## config.mk

```make
export PLATFORM = sky130hd
export DESIGN_NAME = ultrasonic_echo_ranger
export DESIGN_NICKNAME = d
export VERILOG_FILES = /design/src/rtl/core/uer_pkg.sv /design/src/rtl/core/uer_seq.sv /design/src/rtl/core/ultrasonic_echo_ranger.sv
export SDC_FILE = /design/constraint.sdc
export NUM_CORES = 2
export LEC_CHECK = 0
export BUFFER_PORTS_ARGS = -buffer_cell sky130_fd_sc_hd__buf_2
export CAP_MARGIN = 15
export CORE_MARGIN = 1.5
export CORE_UTILIZATION = 51
export DETAILED_ROUTE_END_ITERATION = 8
export PLACE_DENSITY = 0.69
export SYNTH_ARGS = -nofsm -noshare
export SYNTH_HDL_FRONTEND = slang
export SYNTH_SLANG_ARGS = --single-unit
```

## constraint.sdc

```tcl
create_clock -name clk -period 10.25 [get_ports clk]
set_input_delay 0 -clock clk [delete_from_list [all_inputs] [get_ports clk]]
set_output_delay 0 -clock clk [all_outputs]
set_load 0.05 [all_outputs]
```

## src/rtl/core/uer_pkg.sv

```systemverilog
// Shared types and constants for the ultrasonic echo ranger.
`default_nettype none
package uer_pkg;

  // Register widths
  localparam int unsigned SCALE_W  = 16;
  localparam int unsigned OFFSET_W = 24;
  localparam int unsigned TICK_W   = 8;
  localparam int unsigned SETTLE_W = 20;
  localparam int unsigned RANGE_W  = 16;
  localparam int unsigned CFG_W    = 24;
  localparam int unsigned CFG_IDX_W = 3;
  localparam int unsigned WIDTH_W  = 32;   // echo width as fed to the multiplier

  // Parameter defaults
  localparam int unsigned TIME_WIDTH_DEF  = 32;
  localparam int unsigned COUNT_WIDTH_DEF = 20;

  // Register indexes
  localparam logic [CFG_IDX_W-1:0] CFG_MEDIAN_MODE  = 3'd0;
  localparam logic [CFG_IDX_W-1:0] CFG_SCALE        = 3'd1;
  localparam logic [CFG_IDX_W-1:0] CFG_OFFSET       = 3'd2;
  localparam logic [CFG_IDX_W-1:0] CFG_TRIG_LOW     = 3'd3;
  localparam logic [CFG_IDX_W-1:0] CFG_TRIG_HIGH    = 3'd4;
  localparam logic [CFG_IDX_W-1:0] CFG_SETTLE       = 3'd5;

  // Register reset values
  localparam logic                RST_MEDIAN_MODE = 1'b0;
  localparam logic [SCALE_W-1:0]  RST_SCALE       = 16'd557;
  localparam logic [OFFSET_W-1:0] RST_OFFSET      = 24'd93716;
  localparam logic [TICK_W-1:0]   RST_TRIG_LOW    = 8'd5;
  localparam logic [TICK_W-1:0]   RST_TRIG_HIGH   = 8'd10;
  localparam logic [SETTLE_W-1:0] RST_SETTLE      = 20'd100000;

  // Reading slots
  localparam logic [1:0] IDX_FIRST  = 2'd0;
  localparam logic [1:0] IDX_SECOND = 2'd1;
  localparam logic [1:0] IDX_LAST   = 2'd2;

  typedef enum logic [1:0] {
    PH_IDLE,
    PH_LOW,
    PH_HIGH,
    PH_SETTLE
  } phase_t;

  // Per-beat control that rides along the conversion pipeline
  typedef struct packed {
    logic       trig;
    logic       busy;
    logic       final_rd;   // last reading of the sequence: range is given
    logic       med;        // report median of three
    logic       conv;       // settle end: a reading is converted and stored
    logic [1:0] idx;        // reading slot
  } seq_ctl_t;

  typedef struct packed {
    seq_ctl_t           ctl;
    logic               big;    // echo width does not fit in WIDTH_W bits
    logic [WIDTH_W-1:0] w32;
  } seq_beat_t;

endpackage
`default_nettype wire

```

## src/rtl/core/uer_seq.sv

```systemverilog
// Echo edge capture, time base and trigger/settle sequencer.
`default_nettype none
module uer_seq #(
  parameter int unsigned TIME_WIDTH  = uer_pkg::TIME_WIDTH_DEF,
  parameter int unsigned COUNT_WIDTH = uer_pkg::COUNT_WIDTH_DEF
) (
  input  wire logic                          clk,
  input  wire logic                          rst_n,
  input  wire logic                          step_en,
  input  wire logic                          start_req,
  input  wire logic                          echo_level,
  input  wire logic                          median_mode,
  input  wire logic [uer_pkg::TICK_W-1:0]    trig_low_ticks,
  input  wire logic [uer_pkg::TICK_W-1:0]    trig_high_ticks,
  input  wire logic [uer_pkg::SETTLE_W-1:0]  settle_ticks,
  output uer_pkg::seq_beat_t                 beat
);
  import uer_pkg::*;

  localparam int unsigned CMP_W = (COUNT_WIDTH > SETTLE_W) ? COUNT_WIDTH : SETTLE_W;
  localparam logic [COUNT_WIDTH-1:0] CNT_MAX = {COUNT_WIDTH{1'b1}};

  logic [TIME_WIDTH-1:0]  time_now_r, edge_start_r, echo_width_r;
  logic [TIME_WIDTH-1:0]  edge_start_nxt, echo_width_nxt;
  logic                   echo_prev_r;
  phase_t                 phase_r, phase_nxt, phase_cur;
  logic [COUNT_WIDTH-1:0] cnt_r, cnt_nxt, cnt_base, cnt_inc;
  logic [1:0]             idx_r, idx_nxt, idx_base, idx_c;
  logic [SETTLE_W-1:0]    len;
  logic [CMP_W-1:0]       cnt_ext, len_ext;
  logic                   done;
  logic                   big;
  logic [WIDTH_W-1:0]     w32;

  // Edge capture: a rising edge marks the start, a falling edge the width
  always_comb begin
    edge_start_nxt = edge_start_r;
    echo_width_nxt = echo_width_r;
    if (echo_level && !echo_prev_r) begin
      edge_start_nxt = time_now_r;
    end else if (!echo_level && echo_prev_r) begin
      echo_width_nxt = time_now_r - edge_start_r;
    end
  end

  generate
    if (TIME_WIDTH > WIDTH_W) begin : g_wide
      assign big = |echo_width_nxt[TIME_WIDTH-1:WIDTH_W];
      assign w32 = echo_width_nxt[WIDTH_W-1:0];
    end else begin : g_narrow
      assign big = 1'b0;
      assign w32 = WIDTH_W'(echo_width_nxt);
    end
  endgenerate

  always_ff @(posedge clk) begin
    if (!rst_n) begin
      time_now_r   <= '0;
      edge_start_r <= '0;
      echo_width_r <= '0;
      echo_prev_r  <= 1'b0;
    end else if (step_en) begin
      time_now_r   <= time_now_r + TIME_WIDTH'(1);
      edge_start_r <= edge_start_nxt;
      echo_width_r <= echo_width_nxt;
      echo_prev_r  <= echo_level;
    end
  end

  // Phase counter with saturation at the counter's top
  always_comb begin
    phase_cur = phase_r;
    cnt_base  = cnt_r;
    idx_base  = idx_r;
    if (phase_r == PH_IDLE && start_req) begin
      phase_cur = PH_LOW;
      cnt_base  = '0;
      idx_base  = IDX_FIRST;
    end
    cnt_inc = (cnt_base != CNT_MAX) ? cnt_base + COUNT_WIDTH'(1) : cnt_base;
    unique case (phase_cur)
      PH_LOW:    len = SETTLE_W'(trig_low_ticks);
      PH_HIGH:   len = SETTLE_W'(trig_high_ticks);
      PH_SETTLE: len = settle_ticks;
      default:   len = '0;
    endcase
    cnt_ext = CMP_W'(cnt_inc);
    len_ext = CMP_W'(len);
    done    = (cnt_ext >= len_ext) || (cnt_inc == CNT_MAX);
    idx_c   = (idx_base > IDX_LAST) ? IDX_LAST : idx_base;
  end

  always_comb begin
    phase_nxt = phase_cur;
    cnt_nxt   = cnt_base;
    idx_nxt   = idx_base;
    beat.ctl  = '0;
    beat.big  = big;
    beat.w32  = w32;
    beat.ctl.idx = idx_c;
    unique case (phase_cur)
      PH_LOW: begin
        beat.ctl.busy = 1'b1;
        cnt_nxt = cnt_inc;
        if (done) begin
          phase_nxt = PH_HIGH;
          cnt_nxt   = '0;
        end
      end
      PH_HIGH: begin
        beat.ctl.busy = 1'b1;
        beat.ctl.trig = 1'b1;
        cnt_nxt = cnt_inc;
        if (done) begin
          phase_nxt = PH_SETTLE;
          cnt_nxt   = '0;
        end
      end
      PH_SETTLE: begin
        beat.ctl.busy = 1'b1;
        cnt_nxt = cnt_inc;
        if (done) begin
          beat.ctl.conv = 1'b1;
          cnt_nxt = '0;
          if (median_mode && idx_c < IDX_LAST) begin
            idx_nxt   = idx_c + 2'd1;
            phase_nxt = PH_LOW;
          end else begin
            beat.ctl.final_rd = 1'b1;
            beat.ctl.med      = median_mode;
            idx_nxt   = IDX_FIRST;
            phase_nxt = PH_IDLE;
          end
        end
      end
      default: begin
        phase_nxt = PH_IDLE;
      end
    endcase
  end

  always_ff @(posedge clk) begin
    if (!rst_n) begin
      phase_r <= PH_IDLE;
      cnt_r   <= '0;
      idx_r   <= IDX_FIRST;
    end else if (step_en) begin
      phase_r <= phase_nxt;
      cnt_r   <= cnt_nxt;
      idx_r   <= idx_nxt;
    end
  end

endmodule
`default_nettype wire

```

## src/rtl/core/ultrasonic_echo_ranger.sv

```systemverilog
// Top level of the ultrasonic echo ranger: config registers and conversion pipeline.
//
// One input beat is one timer tick (start request and sampled echo level) and
// gives exactly one output beat (trigger level, busy, range valid, range).
// A new beat is taken every cycle unless out_tready stalls; each beat goes
// through the sequencer, 32x16 multiply and offset/saturate/median stages, the
// last feeding the output register. The multiply stage sets the clock budget. The
// trigger is held low for trig_low_ticks ticks (the start tick counts as the
// first), high for trig_high_ticks, then the block waits settle_ticks and
// converts the latest echo width as (width*scale_q16 + offset_q16) >> 16,
// saturated at 65535; in median mode it runs three times and gives the
// median. Write the config registers only while no beat is in flight.
`default_nettype none
module ultrasonic_echo_ranger #(
  parameter int unsigned TIME_WIDTH  = uer_pkg::TIME_WIDTH_DEF,
  parameter int unsigned COUNT_WIDTH = uer_pkg::COUNT_WIDTH_DEF
) (
  input  wire logic                           clk,
  input  wire logic                           rst_n,
  input  wire logic                           in_tvalid,
  output logic                                in_tready,
  input  wire logic [7:0]                     in_tdata,   // [0] start_req, [1] echo_level
  output logic                                out_tvalid,
  input  wire logic                           out_tready,
  output logic [23:0]                         out_tdata,  // [0] trig_level, [1] busy_res,
                                                          // [2] range_valid, [18:3] range_value
  input  wire logic                           cfg_we,
  input  wire logic [uer_pkg::CFG_IDX_W-1:0]  cfg_index,
  input  wire logic [uer_pkg::CFG_W-1:0]      cfg_wdata
);
  import uer_pkg::*;

  localparam int unsigned PROD_W = WIDTH_W + SCALE_W;
  localparam int unsigned SUM_W  = PROD_W + 1;

  // Config registers
  logic                median_mode_r;
  logic [SCALE_W-1:0]  scale_r;
  logic [OFFSET_W-1:0] offset_r;
  logic [TICK_W-1:0]   trig_low_r, trig_high_r;
  logic [SETTLE_W-1:0] settle_r;

  always_ff @(posedge clk) begin
    if (!rst_n) begin
      median_mode_r <= RST_MEDIAN_MODE;
      scale_r       <= RST_SCALE;
      offset_r      <= RST_OFFSET;
      trig_low_r    <= RST_TRIG_LOW;
      trig_high_r   <= RST_TRIG_HIGH;
      settle_r      <= RST_SETTLE;
    end else if (cfg_we) begin
      unique case (cfg_index)
        CFG_MEDIAN_MODE: median_mode_r <= cfg_wdata[0];
        CFG_SCALE:       scale_r       <= cfg_wdata[SCALE_W-1:0];
        CFG_OFFSET:      offset_r      <= cfg_wdata[OFFSET_W-1:0];
        CFG_TRIG_LOW:    trig_low_r    <= cfg_wdata[TICK_W-1:0];
        CFG_TRIG_HIGH:   trig_high_r   <= cfg_wdata[TICK_W-1:0];
        CFG_SETTLE:      settle_r      <= cfg_wdata[SETTLE_W-1:0];
        default: ;
      endcase
    end
  end

  // Pipeline handshake
  logic s1_v_r, s2_v_r, out_v_r;
  logic s2_ready, s3_ready, in_acc;

  assign s3_ready  = !out_v_r || out_tready;
  assign s2_ready  = !s2_v_r || s3_ready;
  assign in_tready = !s1_v_r || s2_ready;
  assign in_acc    = in_tvalid && in_tready;

  // Stage 1: sequencer
  seq_beat_t beat, s1_beat_r;

  uer_seq #(
    .TIME_WIDTH  (TIME_WIDTH),
    .COUNT_WIDTH (COUNT_WIDTH)
  ) u_seq (
    .clk             (clk),
    .rst_n           (rst_n),
    .step_en         (in_acc),
    .start_req       (in_tdata[0]),
    .echo_level      (in_tdata[1]),
    .median_mode     (median_mode_r),
    .trig_low_ticks  (trig_low_r),
    .trig_high_ticks (trig_high_r),
    .settle_ticks    (settle_r),
    .beat            (beat)
  );

  always_ff @(posedge clk) begin
    if (!rst_n) begin
      s1_v_r <= 1'b0;
    end else if (in_tready) begin
      s1_v_r <= in_tvalid;
    end
  end

  always_ff @(posedge clk) begin
    if (in_acc) begin
      s1_beat_r <= beat;
    end
  end

  // Stage 2: multiply; an oversized width saturates unless the scale is zero
  seq_ctl_t            s2_ctl_r;
  logic [PROD_W-1:0]   prod_r;
  logic                sat_r;
  logic [WIDTH_W-1:0]  mul_a;

  assign mul_a = s1_beat_r.big ? '0 : s1_beat_r.w32;

  always_ff @(posedge clk) begin
    if (!rst_n) begin
      s2_v_r <= 1'b0;
    end else if (s2_ready) begin
      s2_v_r <= s1_v_r;
    end
  end

  always_ff @(posedge clk) begin
    if (s1_v_r && s2_ready) begin
      s2_ctl_r <= s1_beat_r.ctl;
      prod_r   <= PROD_W'(mul_a) * PROD_W'(scale_r);
      sat_r    <= s1_beat_r.big && (scale_r != '0);
    end
  end

  // Stage 3: offset, saturate, store the reading and take the median
  logic [SUM_W-1:0]   sum;
  logic [RANGE_W-1:0] rd_nxt, rd0_r, lo_r, hi_r, med_hi, med_val, value_nxt;
  logic               over;

  always_comb begin
    sum     = SUM_W'(prod_r) + SUM_W'(offset_r);
    over    = sat_r || (|sum[SUM_W-1:RANGE_W+16]);
    rd_nxt  = over ? {RANGE_W{1'b1}} : sum[RANGE_W+15:16];
    med_hi  = (hi_r < rd_nxt) ? hi_r : rd_nxt;
    med_val = (lo_r > med_hi) ? lo_r : med_hi;
    value_nxt = '0;
    if (s2_ctl_r.final_rd) begin
      value_nxt = s2_ctl_r.med ? med_val : rd_nxt;
    end
  end

  logic               trig_r, busy_r, valid_r;
  logic [RANGE_W-1:0] range_r;

  always_ff @(posedge clk) begin
    if (!rst_n) begin
      out_v_r <= 1'b0;
    end else if (s3_ready) begin
      out_v_r <= s2_v_r;
    end
  end

  always_ff @(posedge clk) begin
    if (s2_v_r && s3_ready) begin
      trig_r  <= s2_ctl_r.trig;
      busy_r  <= s2_ctl_r.busy;
      valid_r <= s2_ctl_r.final_rd;
      range_r <= value_nxt;
      // Keep the first reading, then fold the second into a min/max pair
      if (s2_ctl_r.conv && s2_ctl_r.idx == IDX_FIRST) begin
        rd0_r <= rd_nxt;
      end
      if (s2_ctl_r.conv && s2_ctl_r.idx == IDX_SECOND) begin
        lo_r <= (rd0_r < rd_nxt) ? rd0_r : rd_nxt;
        hi_r <= (rd0_r < rd_nxt) ? rd_nxt : rd0_r;
      end
    end
  end

  assign out_tvalid = out_v_r;
  assign out_tdata  = {5'b0, range_r, valid_r, busy_r, trig_r};

endmodule
`default_nettype wire
```

==> impl_metrics.json <==
{
  "status": "finished clean",
  "die_x_um": 263.7,
  "nets": 4564,
  "ys_seq_area_share_pct": 25.55,
  "netlist_top_cells_area": "fa_1, edfxtp_1, dfxtp_1, ha_1, nand2_1",
  "drc_errors": 0,
  "dpl_cell_area_mm2": 0.03561,
  "core_mm2": 0.06728,
  "rsz0062_at_grt": "false",
  "power.share.switching_pct": 37.88,
  "met2_usage_pct": 41.98,
  "power.density_mw_per_mm2": 148.9,
  "vdd_drop_max_mv": 0.1388,
  "yosys_warnings": 0,
  "clock_latency_ns": 0.58,
  "overflow": 0,
  "place_congestion": 0.8918,
  "io_pins": 66,
  "drt-initial-drc-count": 1799,
  "wl_per_cell_um": 18.48,
  "drt_wl_total_mm": 88.10,
  "worstPathRequired_ns": 10.51,
  "top_usage_layer": "met2",
  "synthMostInstantiatedCell": "nand2_1",
  "dp_hpwl_mm": 63.21,
  "dpl.cell_count": 4654,
  "grtUsageMet3_pct": 3.990,
  "fin_area_mm2": 0.03736,
  "fin_setup_tns_ns": 0,
  "grt_max_degree": 84,
  "hp-class": "in2reg",
  "vias": 26870,
  "pwr-share-seq_pct": 32.3,
  "start_kind": "register",
  "synth_top_area_share_pct": 24.20,
  "cp_slowest_cell": "a31oi_1",
  "gr-usage-met1_pct": 35.10,
  "cts_tree": "done",
  "ys_top_cells_by_count": "nand2_1, inv_1, fa_1",
  "power.switching_w": 0.002107,
  "worst_ep_arrival_time_ns": 9.13,
  "synth_cells": 3871,
  "ys_types": 88,
  "synth-edff-count": 161,
  "track_usage_pct": 25.74,
  "first_global_vias": 26940,
  "finalCriticalPeriod_ns": 8.877,
  "end_kind": "register",
  "critPathMaxFanout": 16,
  "cts.sink_count": 362,
  "synth_ff_type": "dfxtp_1",
  "hold_violations": 0,
  "synth_top_cell_by_area": "fa_1",
  "numPortBuffers": 54,
  "cp_common_cell": "a21oi_1",
  "syn_to_final_growth_pct": 7.775,
  "fp-row-count": 95,
  "setup_slack_ns": 1.373,
  "syn_area_mm2": 0.03466,
  "finalMaxSlewViolations": 0,
  "setup_viol": 0,
  "cts_buffer_depth": 3,
  "place_ws_ns": 1.467,
  "fmax_ghz": 0.1127,
  "cellLeakagePower_nw": 15.93,
  "clkSlewWorstSetupHoldPaths_ns": 0.06,
  "cts-root-buf": "clkbuf_16",
  "path_delay_family": "compound AO/OA/AOI/OAI gates",
  "power.share.combinational_pct": 41.7,
  "synthArstFlopShare_pct": 0,
  "grt_pass1_wl_mm": 143.1,
  "tightestPinTransition_ns": 1.104,
  "maxCapViolCount": 0,
  "start_util_pct": 51.53,
  "power_frac_clock_pct": 26.0,
  "syn_area_per_cell_um2": 8.955,
  "htreeDepth": 2,
  "die_h_um": 263.7,
  "stdcell_count": 4768,
  "antenna_found_initial": 3,
  "cts_made_buffers": 40,
  "internal-power_w": 0.003456,
  "drive_gt1_share_pct": 6.497,
  "max-slew-margin-rel_pct": 26.20,
  "firstDrtPassIters": 7,
  "fin_crit_sh_pct": 86.60,
  "path_buf_inv": 2,
  "cpPeakStageDelay_ns": 0.65,
  "worst_clock_skew_ns": 0.03145,
  "ys_seq_elements": 362,
  "crit_type": "reg2reg",
  "ant_nets": 0,
  "cts.repair.resized": 0,
  "viasPerCell": 5.635,
  "die-area_mm2": 0.06954
}
layout make-up:
class | count | area, µm²
Sequential cell | 362 | 8874
Tap cell | 873 | 1092
Antenna cell | 1 | 2.502
Clock inverter | 13 | 152.6
Multi-Input combinational cell | 2851 | 23320
Inverter | 482 | 1812
Clock buffer | 60 | 1179
Timing Repair Buffer | 126 | 925.9
Fill cell | 6059 | 29920
what timing repair did:
action                                 in CTS  in global routing
hold buffers                               38                  0
setup buffers                               0                  0
endpoints found under the hold margin      97                  0
state kept, by name, summed over array words and instances, names as in the netlist, 20 cells and up:
name / count
u_seq.cnt_r: 20
u_seq.echo_width_r: 32
u_seq.time_now_r: 32
settle_r: 20
offset_r: 24
s1_beat_r: 39
prod_r: 48
u_seq.edge_start_r: 32
cell usage in the layout (no fill, tap or decap), drive strengths merged, types with 61 or more instances in the layout:
cell    instances
nor2          154
fa            419
o21ai         109
inv           482
ha            242
nand3          97
dfxtp         201
nand2         783
buf            88
a21o           61
xnor2          66
and2          174
edfxtp        161
a21oi         239
path summary, 6_finish.rpt:
check	start	to	slack, ns	depth (start not counted)
worst max-delay path	prod_r[4]	range_r[11]	1.37	35
worst min-delay path	cfg_wdata[20]	offset_r[20]	0.24	4
worst max register to register	prod_r[4]	range_r[11]	1.37	35
worst min register to register	s1_beat_r[35]	s2_ctl_r[2]	0.42	0
power groups by stage:
stage                     Clock (W)  Sequential, W  Combinational (W)
after global routing        0.00153        0.00181            0.00257
after CTS                   0.00147        0.00180            0.00233
after detailed placement          0        0.00183            0.00230
final                       0.00145        0.00180            0.00232
after floorplan                   0        0.00176            0.00168
after global placement            0        0.00182            0.00228
stage by stage:
step	total power [W]	utilization, %	hold slack (ns)
floorplan	0.003441	-	0.1240
global placement	0.004102	52.93	0.2460
detailed placement	0.004122	52.93	0.2533
CTS	0.005599	55.48	0.2009
global route	0.005907	55.53	0.2456
finish	0.005563	55.53	0.2356
worst register-to-register path: cells and delay by family (launching register included):
| kind | cells | cell delay, ns |
|---|---|---|
| compound gates | 20 | 3.97 |
| simple gates | 9 | 2.63 |
| fa+ha+maj | 3 | 0.92 |
| flops | 1 | 0.37 |
| mux | 1 | 0.12 |
| buf+inv | 2 | 0.53 |
kinds of logic after synthesis:
group	synth area share, %
simple gates	19.43
other cells	0.01082
buf+inv	7.331
fa+ha+maj	32.93
xor+xnor	2.880
compound gates	9.919
flops	25.55
mux	1.938
layer usage:
metal	wire, µm	vias to the layer above
met1	38090	13140
met5	0	-
li1	-	12630
met4	2778	0
met3	6077	190
met2	41150	907
(Power assumes the default switching activity.)
